**config.mk**
```make
export PLATFORM = sky130hd
export DESIGN_NAME = date_string_validator
export DESIGN_NICKNAME = d
export VERILOG_FILES = /design/src/design/dsv_pkg.sv /design/src/design/date_string_validator.sv
export SDC_FILE = /design/constraint.sdc
export NUM_CORES = 1
export LEC_CHECK = 0
export ABC_AREA = 1
export BUFFER_PORTS_ARGS = -buffer_cell sky130_fd_sc_hd__buf_4
export CORE_ASPECT_RATIO = 0.7
export CORE_MARGIN = 4
export CORE_UTILIZATION = 65
export DETAILED_ROUTE_END_ITERATION = 8
export PLACE_DENSITY = 0.84
export SLEW_MARGIN = 40
export SYNTH_ARGS = -nofsm -noshare
export SYNTH_HDL_FRONTEND = slang
export SYNTH_SLANG_ARGS = --single-unit
```
**constraint.sdc**
```tcl
create_clock -name clock -period 4.2 [get_ports clock]
set_input_delay 0.21 -clock clock [delete_from_list [all_inputs] [get_ports clock]]
set_output_delay 0.21 -clock clock [all_outputs]
set_load 0.02 [all_outputs]
```
**src/design/dsv_pkg.sv**
```systemverilog
// shared constants and the month length table for the date string validator
package dsv_pkg;

   localparam int unsigned CHAR_WIDTH  = 8;
   localparam int unsigned YEAR_WIDTH  = 14;
   localparam int unsigned FIELD_WIDTH = 7;
   localparam int unsigned POS_WIDTH   = 4;

   localparam logic [CHAR_WIDTH-1:0] CHAR_DASH = 8'h2D;
   localparam logic [CHAR_WIDTH-1:0] CHAR_ZERO = 8'h30;
   localparam logic [CHAR_WIDTH-1:0] CHAR_NINE = 8'h39;

   localparam logic [POS_WIDTH-1:0] POS_CENTURY_END = 4'd2;
   localparam logic [POS_WIDTH-1:0] POS_DASH_YEAR   = 4'd4;
   localparam logic [POS_WIDTH-1:0] POS_DASH_MONTH  = 4'd7;
   localparam logic [POS_WIDTH-1:0] POS_FINAL       = 4'd9;
   localparam logic [POS_WIDTH-1:0] POS_LENGTH      = 4'd10;
   localparam logic [POS_WIDTH-1:0] POS_SATURATE    = 4'd15;

   localparam logic [YEAR_WIDTH-1:0]  MIN_YEAR           = 14'd1900;
   localparam logic [YEAR_WIDTH-1:0]  CURRENT_YEAR_RESET = 14'd2024;
   localparam logic [FIELD_WIDTH-1:0] MONTH_MIN          = 7'd1;
   localparam logic [FIELD_WIDTH-1:0] MONTH_MAX          = 7'd12;
   localparam logic [FIELD_WIDTH-1:0] MONTH_FEB          = 7'd2;
   localparam logic [FIELD_WIDTH-1:0] DAY_MIN            = 7'd1;
   localparam logic [FIELD_WIDTH-1:0] DAY_LEAP           = 7'd29;

   typedef logic [CHAR_WIDTH-1:0]  char_type;
   typedef logic [YEAR_WIDTH-1:0]  year_type;
   typedef logic [FIELD_WIDTH-1:0] field_type;
   typedef logic [POS_WIDTH-1:0]   pos_type;

   function automatic field_type month_length(input field_type month);
      field_type len;
      unique case (month)
         7'd1, 7'd3, 7'd5, 7'd7, 7'd8, 7'd10, 7'd12: len = 7'd31;
         7'd4, 7'd6, 7'd9, 7'd11:                   len = 7'd30;
         7'd2:                                      len = 7'd28;
         default:                                   len = 7'd0;
      endcase
      return len;
   endfunction

endpackage

```
**src/design/date_string_validator.sv**
```systemverilog
// top level: streams YYYY-MM-DD characters and flags valid calendar dates
// a result is registered in the output register when the last beat leaves the input register
// throughput: one character beat per cycle, set by the single input and result register pair
// a result waiting under stall blocks only the next last beat, other beats keep flowing
// reset: synchronous, active high; clears the string state and sets current year to 2024
module date_string_validator (
   input  logic                    clock,
   input  logic                    reset,
   input  logic                    req_valid,
   output logic                    req_stall,
   input  dsv_pkg::char_type       req_character,
   input  logic                    req_last,
   output logic                    rsp_valid,
   input  logic                    rsp_stall,
   output logic                    rsp_valid_res,
   input  logic                    csr_valid,
   output logic                    csr_ready,
   input  dsv_pkg::year_type       csr_current_year
);
   import dsv_pkg::*;

   year_type  cur_year_ff;

   logic      s1_valid_ff, s1_valid_in;
   char_type  s1_char_ff;
   logic      s1_last_ff;

   pos_type   position_ff, position_in, position_step;
   year_type  year_accum_ff, year_accum_in, year_accum_step;
   field_type month_accum_ff, month_accum_in, month_accum_step;
   field_type day_accum_ff, day_accum_in, day_accum_step;
   logic      format_error_ff, format_error_in, format_error_step;
   logic [1:0] hi_mod4_ff, hi_mod4_in, hi_mod4_step;
   logic [1:0] lo_mod4_ff, lo_mod4_in, lo_mod4_step;
   logic      lo_nonzero_ff, lo_nonzero_in, lo_nonzero_step;

   logic      rsp_valid_ff, rsp_valid_in;
   logic      rsp_valid_res_ff, rsp_valid_res_in;

   logic      out_free;
   logic      advance;
   logic      is_digit;
   logic [3:0] digit_val;
   logic      leap;
   logic      date_ok;
   logic      result;

   // configuration beat
   assign csr_ready = 1'b1;

   always_ff @(posedge clock) begin
      if (reset) begin
         cur_year_ff <= CURRENT_YEAR_RESET;
      end else begin
         if (csr_valid && csr_ready) begin
            cur_year_ff <= csr_current_year;
         end
      end
   end

   // handshake
   assign out_free  = !rsp_valid_ff || !rsp_stall;
   assign advance   = s1_valid_ff && (!s1_last_ff || out_free);
   assign req_stall = s1_valid_ff && !advance;
   assign s1_valid_in = (req_valid && !req_stall) || (s1_valid_ff && !advance);

   always_ff @(posedge clock) begin
      if (req_valid && !req_stall) begin
         s1_char_ff <= req_character;
         s1_last_ff <= req_last;
      end
   end

   // per character step
   always_comb begin
      is_digit  = (s1_char_ff >= CHAR_ZERO) && (s1_char_ff <= CHAR_NINE);
      digit_val = 4'(s1_char_ff - CHAR_ZERO);

      position_step     = position_ff;
      year_accum_step   = year_accum_ff;
      month_accum_step  = month_accum_ff;
      day_accum_step    = day_accum_ff;
      format_error_step = format_error_ff;
      hi_mod4_step      = hi_mod4_ff;
      lo_mod4_step      = lo_mod4_ff;
      lo_nonzero_step   = lo_nonzero_ff;

      if (position_ff >= POS_LENGTH) begin
         format_error_step = 1'b1;
      end else if (position_ff == POS_DASH_YEAR || position_ff == POS_DASH_MONTH) begin
         if (s1_char_ff != CHAR_DASH) begin
            format_error_step = 1'b1;
         end
      end else if (!is_digit) begin
         format_error_step = 1'b1;
      end else if (position_ff < POS_DASH_YEAR) begin
         year_accum_step = YEAR_WIDTH'(year_accum_ff * 14'd10 + YEAR_WIDTH'(digit_val));
         // (10 * x + d) mod 4 == (2 * x + d) mod 4
         if (position_ff < POS_CENTURY_END) begin
            hi_mod4_step = 2'({hi_mod4_ff[0], 1'b0} + digit_val[1:0]);
         end else begin
            lo_mod4_step    = 2'({lo_mod4_ff[0], 1'b0} + digit_val[1:0]);
            lo_nonzero_step = lo_nonzero_ff || (digit_val != 4'd0);
         end
      end else if (position_ff < POS_DASH_MONTH) begin
         month_accum_step = FIELD_WIDTH'(month_accum_ff * 7'd10 + FIELD_WIDTH'(digit_val));
      end else begin
         day_accum_step = FIELD_WIDTH'(day_accum_ff * 7'd10 + FIELD_WIDTH'(digit_val));
      end

      if (position_ff != POS_SATURATE) begin
         position_step = position_ff + 4'd1;
      end
   end

   // date check on the completed fields
   always_comb begin
      leap    = (lo_mod4_ff == 2'd0) && (lo_nonzero_ff || (hi_mod4_ff == 2'd0));
      date_ok = 1'b0;
      if (year_accum_ff >= MIN_YEAR && year_accum_ff <= cur_year_ff
          && month_accum_ff >= MONTH_MIN && month_accum_ff <= MONTH_MAX) begin
         if (day_accum_step >= DAY_MIN && day_accum_step <= month_length(month_accum_ff)) begin
            date_ok = 1'b1;
         end else if (month_accum_ff == MONTH_FEB && day_accum_step == DAY_LEAP && leap) begin
            date_ok = 1'b1;
         end
      end
      result = (position_ff == POS_FINAL) && !format_error_step && date_ok;
   end

   // next state
   always_comb begin
      position_in     = position_ff;
      year_accum_in   = year_accum_ff;
      month_accum_in  = month_accum_ff;
      day_accum_in    = day_accum_ff;
      format_error_in = format_error_ff;
      hi_mod4_in      = hi_mod4_ff;
      lo_mod4_in      = lo_mod4_ff;
      lo_nonzero_in   = lo_nonzero_ff;
      if (advance) begin
         if (s1_last_ff) begin
            position_in     = '0;
            year_accum_in   = '0;
            month_accum_in  = '0;
            day_accum_in    = '0;
            format_error_in = 1'b0;
            hi_mod4_in      = '0;
            lo_mod4_in      = '0;
            lo_nonzero_in   = 1'b0;
         end else begin
            position_in     = position_step;
            year_accum_in   = year_accum_step;
            month_accum_in  = month_accum_step;
            day_accum_in    = day_accum_step;
            format_error_in = format_error_step;
            hi_mod4_in      = hi_mod4_step;
            lo_mod4_in      = lo_mod4_step;
            lo_nonzero_in   = lo_nonzero_step;
         end
      end

      rsp_valid_in     = rsp_valid_ff && rsp_stall;
      rsp_valid_res_in = rsp_valid_res_ff;
      if (advance && s1_last_ff) begin
         rsp_valid_in     = 1'b1;
         rsp_valid_res_in = result;
      end
   end

   always_ff @(posedge clock) begin
      if (reset) begin
         s1_valid_ff     <= 1'b0;
         rsp_valid_ff    <= 1'b0;
         position_ff     <= '0;
         year_accum_ff   <= '0;
         month_accum_ff  <= '0;
         day_accum_ff    <= '0;
         format_error_ff <= 1'b0;
         hi_mod4_ff      <= '0;
         lo_mod4_ff      <= '0;
         lo_nonzero_ff   <= 1'b0;
      end else begin
         s1_valid_ff     <= s1_valid_in;
         rsp_valid_ff    <= rsp_valid_in;
         position_ff     <= position_in;
         year_accum_ff   <= year_accum_in;
         month_accum_ff  <= month_accum_in;
         day_accum_ff    <= day_accum_in;
         format_error_ff <= format_error_in;
         hi_mod4_ff      <= hi_mod4_in;
         lo_mod4_ff      <= lo_mod4_in;
         lo_nonzero_ff   <= lo_nonzero_in;
      end
   end

   always_ff @(posedge clock) begin
      rsp_valid_res_ff <= rsp_valid_res_in;
   end

   assign rsp_valid     = rsp_valid_ff;
   assign rsp_valid_res = rsp_valid_res_ff;

`ifndef ASSERT_OFF
   // a new result only ever follows a last beat leaving the input register
   assert property (@(posedge clock) disable iff (reset)
      $rose(rsp_valid_ff) |-> $past(advance && s1_last_ff))
      else $error("result without a last beat");

   // the string state is cleared once a last beat is done
   assert property (@(posedge clock) disable iff (reset)
      (advance && s1_last_ff) |=> (position_ff == '0 && !format_error_ff))
      else $error("string state not cleared");

   // a last beat of a short or long string never yields a pass
   assert property (@(posedge clock) disable iff (reset)
      (advance && s1_last_ff && position_ff != POS_FINAL) |=> !rsp_valid_res_ff)
      else $error("wrong length passed");

   // the input only backs up behind a held result
   assert property (@(posedge clock) disable iff (reset)
      req_stall |-> (s1_valid_ff && s1_last_ff && rsp_valid_ff && rsp_stall))
      else $error("unexpected input stall");
`endif

endmodule

```
---- After elaboration in Yosys (flattened, before gate mapping) ----
Memory sizes are Yosys's and may differ from the RTL's. A register that Yosys moved wholly into a read port is not among the register bits.
Cells that the tools add are included.
storage, ports and cells
  flip-flop bits (word level) ............. 64
  latch bits .............................. 0
  RAM bits ................................ 0
  ROM bits ................................ 80
  input bits .............................. 28
  output and inout port bits .............. 4
  logic and storage cells ................. 139
  memories kept ........................... 1
memories
  memory            words  bits a word  read ports  clocked after memory_dff  wr ports  RTL line       text
  (name not given)  16     5            1           1                         0         dsv_pkg.sv:35  unique case (month)
operators by class
  add/sub/neg operators ................... 7
  $mul .................................... 3
  div/mod/pow operators ................... 0
  $lt $le $gt $ge ......................... 12
  equality and inequality tests ........... 11
  shift operators ......................... 0
  muxes and demuxes ....................... 50
  bitwise logic cells ..................... 0
  reduce and logical (&&, ||, !) cells .... 41
operator list
  operator                                                                               count
  7-bit two-way mux                                                                      14
  14-bit two-way mux                                                                     5
  2-bit two-way mux                                                                      12
  6-bit AND reduction                                                                    3
  4-bit two-way mux                                                                      4
  1-bit logical AND                                                                      15
  1-bit two-way mux                                                                      15
  14-bit by 4-bit adder with 14-bit output                                               1
  7-bit by 4-bit adder with 7-bit output                                                 2
  14-bit by 11-bit greater-or-equal comparator with 1-bit output, second input constant  1
  7-bit by 1-bit greater-or-equal comparator with 1-bit output, second input constant    2
  14-bit less-or-equal comparator                                                        1
  14-bit by 3-bit multiplier with 13-bit output, second input constant                   1
  7-bit by 3-bit multiplier with 6-bit output, second input constant                     2
  2-bit nonzero test                                                                     5
  4-bit by 3-bit == test with 1-bit output, second input constant                        2
  8-bit by 6-bit greater-or-equal comparator with 1-bit output, second input constant    1
  8-bit by 6-bit less-or-equal comparator with 1-bit output, second input constant       1
  4-bit by 3-bit < comparator with 1-bit output, second input constant                   2
  2-bit != test, second input constant                                                   4
  8-bit by 6-bit != test with 1-bit output, second input constant                        1
  7-bit by 2-bit == test with 1-bit output, second input constant                        1
  7-bit by 5-bit == test with 1-bit output, second input constant                        1
  7-bit by 4-bit less-or-equal comparator with 1-bit output, second input constant       1
  other kinds (15)                                                                       27

---- Logic depth before layout (Yosys ltp) ----
  word-level depth ........................ 14
  gate-level depth with buffers ........... 20
  depth with buffers taken out ............ 20

---- Worst setup path after synthesis ----
OpenSTA, ideal clock, no wires.
  path kind ............................... register -> register
  start point ............................. reg day_accum_ff[0]
  end point ............................... reg rsp_valid_res_ff (netlist: rsp_valid_res), data pin
  setup time .............................. 257 ps
  data arrival time ....................... 2321 ps
  data required time ...................... 3943 ps
  path slack .............................. 1621 ps
  cell stages (with the launch flop) ...... 18
  path buffers ............................ 0
  clock period less this slack ............ 2579 ps
  cells stage by stage .................... dfxtp_1 > ha_1 > ha_1 > nand3_1 > nand3_1 > xor2_1 > nand2_1 > o21ai_0 > inv_1 > ha_1 > nand2_1 > inv_1 > a32oi_1 > inv_1 > nand2_1 > nand2_1 > nand3_1 > nor2_1
on the way
  word-level cells in the longest chain between the ends .. 14
  elaborated cells between the ends (all ways) .. 17
  classes of those cells .................. add/sub: 1; mul: 1; order compare: 2; eq/ne: 1; mux: 8; reduce/logical: 4
RTL lines
  what                                                                                                  RTL line                      text
  start: declaration                                                                                    date_string_validator.sv:31   field_type day_accum_ff, day_accum_in, day_accum_step;
  start signal: assignment                                                                              date_string_validator.sv:189  day_accum_ff <= day_accum_in;
  7-bit by 3-bit multiplier with 6-bit output                                                           date_string_validator.sv:108  day_accum_step = FIELD_WIDTH'(day_accum_ff * 7'd10 + FIELD_WIDTH'(digit_val));
  7-bit by 4-bit adder with 7-bit output                                                                date_string_validator.sv:108
  7-bit two-way mux                                                                                     date_string_validator.sv:105  end else if (position_ff < POS_DASH_MONTH) begin
  7-bit two-way mux                                                                                     date_string_validator.sv:96   end else if (position_ff < POS_DASH_YEAR) begin
  7-bit two-way mux                                                                                     date_string_validator.sv:94   end else if (!is_digit) begin
  7-bit two-way mux                                                                                     date_string_validator.sv:90   end else if (position_ff == POS_DASH_YEAR || position_ff == POS_DASH_MONTH) begin
  7-bit two-way mux (*)                                                                                 date_string_validator.sv:88   if (position_ff >= POS_LENGTH) begin
  branches (longest 4 deep; another with 7-bit by 1-bit greater-or-equal comparator with 1-bit output)  --
  1-bit two-way mux (*)                                                                                 date_string_validator.sv:122  if (day_accum_step >= DAY_MIN && day_accum_step <= month_length(month_accum_ff)) begin
  1-bit two-way mux (*)                                                                                 date_string_validator.sv:120  if (year_accum_ff >= MIN_YEAR && year_accum_ff <= cur_year_ff
  1-bit logical AND (*)                                                                                 date_string_validator.sv:128  result = (position_ff == POS_FINAL) && !format_error_step && date_ok;
  via result                                                                                            date_string_validator.sv:46   logic result;
  end signal: assignment                                                                                date_string_validator.sv:198  rsp_valid_res_ff <= rsp_valid_res_in;
  end: declaration                                                                                      date_string_validator.sv:38   logic rsp_valid_res_ff, rsp_valid_res_in;
Mark *: on every way through the listed nets, which the timed path passes.
A chain may end at the register's enable or synchronous reset.

---- Worst setup path after layout ----
  start point ............................. reg position_ff[1]
  end point ............................... reg rsp_valid_res_ff (netlist: rsp_valid_res), data pin
on the way
  word-level cells in the longest chain between the ends .. 13
  elaborated cells between the ends (all ways) .. 26
  classes of those cells .................. order compare: 5; eq/ne: 4; mux: 10; reduce/logical: 7
RTL lines
  what                                                                                                   RTL line                      text
  start: declaration                                                                                     date_string_validator.sv:28   pos_type position_ff, position_in, position_step;
  start signal: assignment                                                                               date_string_validator.sv:186  position_ff <= position_in;
  branches (longest 12 deep; another with 7-bit by 1-bit greater-or-equal comparator with 1-bit output)  --
  1-bit logical AND (*)                                                                                  date_string_validator.sv:128
  via result                                                                                             date_string_validator.sv:46
Marks and branches as above.

==> metrics.cfg <==
[critical_path]
crit_arrival_ns = 3.09
timing.rr.start = position_ff[1]
worst-r2r-setup-slack_ns = 1.21
startpoint_type = flop
worstSetupPathType = flop to flop
crit_fanout = 9
cp_cell_sequence = ha_1 > inv_1 > a21oi_2 > nor2_4 > nand2_2 > inv_1 > o21ai_0 > inv_1 > ha_1 > nand2_1 > inv_1 > nand2_1 > a32oi_1 > inv_1 > nand2_1 > nand2_1 > nand3_1 > nor2_1
crit_family = compound AO/OA/AOI/OAI gates
cp_slowest_cell = dfxtp_1
path_common_cell = inv_1
reg2reg_depth = 18
cp_data_required_time_ns = 4.31
cpPeakStageDelay_ns = 0.47
end_kind = flop
timing.rr.end = rsp_valid_res
cp_num_buf_inv = 5

[cts]
cts-htree-levels = 3
numClockSinks = 67
post_cts_buffers = 0
cts.clk_slew.worst_paths_ns = 0.08
cts_tree = built
cts_inserted_buffers = 9
root_buffer = clkbuf_8
cts_resized = 0
postCtsHoldBufs = 0
cts_max_path_buffers = 2
clk_latency_ns = 0.35

[finish]
mostFrequentLayoutCells = nand2_1, inv_1, a21oi_1
syn2layout_area_growth_pct = 9.25
final_layout_size_suffix_gt1_share_pct = 9.26
multi_input_area_um2 = 2900
fillers = 551
final_nets = 789
final_common_cell = nand2_1
register_area_um2 = 1440
diodes = 0

[synthesis]
post_synth.cell_area_avg_um2 = 7.14
yosysSeqAreaShare_pct = 30.2
ys_types = 40
synth_fp_nets = 761
synth_top_area_cell = dfxtp_1
synth_cells = 669
yosys_warnings = 0
syn-cell-area_um2 = 4780
yosys_register_bits = 67
synth_top_area_share_pct = 23.9
yosys-top-cells-area = dfxtp_1, ha_1, nand2_1

[route]
drtAntennaViolNets = 0
drc = 0
drt_wl_total_mm = 11.7
drt_iter0_drc = 390
num_vias = 4475
avgRoutedWirePerCell_um = 14.7
dr.pass1.iters = 6
viasPerCell = 5.62

[global_routing]
grt_pass1_vias = 4101
track_usage_pct = 27.7
grt_max_degree = 40
grt_pass1_wl_mm = 19.7
antenna_found_initial = 0
overflow = 0

[place]
post-dp-hpwl_mm = 9.15
gp_congestion = 0.969
portBuffers = 30

[floorplanning]
core_area_um2 = 6940
start_util_pct = 68.8
die_w_um = 110
rows = 25
die_area_um2 = 8810
dieHeight_um = 79.7
ios = 32

[sta]
skew_ns = 0.0138
rsz0062_at_grt = false
fin_crit_ns = 2.99
slew-limit-headroom_pct = 55.1
fmax_mhz = 335
worst-slew-pin-transition_ns = 0.671
setup_viol = 0
finalHoldViolations = 0
slew_viol_final = 0
finalSetupTns_ns = 0
period_share_pct = 71.1

[status]
status = completed

[power]
power.total_mw = 1.31
vdd_drop_max_mv = 0.273
pwr_density_cell_nw_per_um2 = 251
p_leak_nw = 2.57

[hold_path]
holdCritStartpoint = req_character[3]
holdPathStages = 1
worst_hold_path_type = primary input to flop
holdPathEnd = s1_char_ff[3]

[flow_run]
maxCapViolCount = 0

[how the worst max path moves through the flow]
| stage | startpoint | to | slack [ns] | cells past startpoint |
|---|---|---|---|---|
| 6_report | position_ff[1] | rsp_valid_res | 1.21 | 18 |
| 2_1_floorplan | day_accum_ff[0] | rsp_valid_res | 1.62 | 17 |
| 3_5_place_dp | position_ff[1] | rsp_valid_res | 1.26 | 18 |
| 4_1_cts | position_ff[1] | rsp_valid_res | 1.27 | 18 |
| 3_3_place_gp | position_ff[1] | rsp_valid_res | 1.41 | 18 |
| 5_1_grt | position_ff[1] | rsp_valid_res | 0.88 | 18 |
[report_power, final]
part           leakage [nW]  switching, mW  total (mW)  internal [mW]
Sequential            0.564         0.0163       0.688          0.671
Clock                0.0967          0.263       0.494          0.231
Combinational          1.91         0.0783       0.127         0.0488
[flip-flops by register name, indices dropped and copies added (netlist names), named ones only]
name,flops
hi_mod4_ff,2
lo_nonzero_ff,1
rsp_valid_res,1
s1_valid_ff,1
s1_char_ff,8
cur_year_ff,14
year_accum_ff,14
rsp_valid,1
position_ff,4
lo_mod4_ff,2
month_accum_ff,7
day_accum_ff,7
format_error_ff,1
s1_last_ff,1
[synthesized netlist by cell type, drive strengths merged]
library cell	number
edfxtp	10
nand3	53
xor2	10
a21oi	66
o21a	1
nand4	11
clkbuf	6
o21ai	32
dfxtp	57
ha	58
nor2	50
nand2b	2
inv	95
a311oi	1
xnor2	6
and2	1
a31oi	1
nor3b	1
o31ai	1
nor3	7
nand2	176
or2	2
a2bb2oi	2
a22oi	2
buf	7
fa	6
a32oi	2
nand3b	2
conb	1
[kinds of logic (layout without fill, tap and decap cells)]
kind of cell	count (synthesis)	count (layout)	synth area share (%)
xor gates and xnor gates	16	16	2.93
other	1	1	0.0785
adders and majority gates	64	64	17.7
DFF	67	67	30.2
and+or+nand+nor	305	305	27.9
AOI/OAI and AO/OA	108	108	12.1
buffers and inverters	108	141	9.09
[per-stage QoR]
stage	utilization [%]	cells	area [um2]	worst slack (ns)	hold WS, ns
finish	75.2	796	5220	1.21	0.0401
global placement	72.6	780	5040	1.41	0.388
floorplan	-	669	4780	1.62	0.309
CTS	75.2	796	5220	1.27	0.0274
detailed placement	72.6	780	5040	1.26	0.389
global route	75.2	796	5220	0.884	0.0149
[metal layers]
layer	GRT usage, %	share of wire [%]
met3	6.74	9.1
met2	41.3	40
met1	40.2	50
met4	7.13	1.4
met5	0	0
[cell type report]
type | count | area share (%)
tap | 94 | 2.25
timing repair buffer | 30 | 4.32
clock inverter | 6 | 0.743
clock buffer | 10 | 2.64
sequential | 67 | 27.6
inverter | 95 | 6.83
multi-input combinational | 494 | 55.6
(Power assumes the default switching activity.)
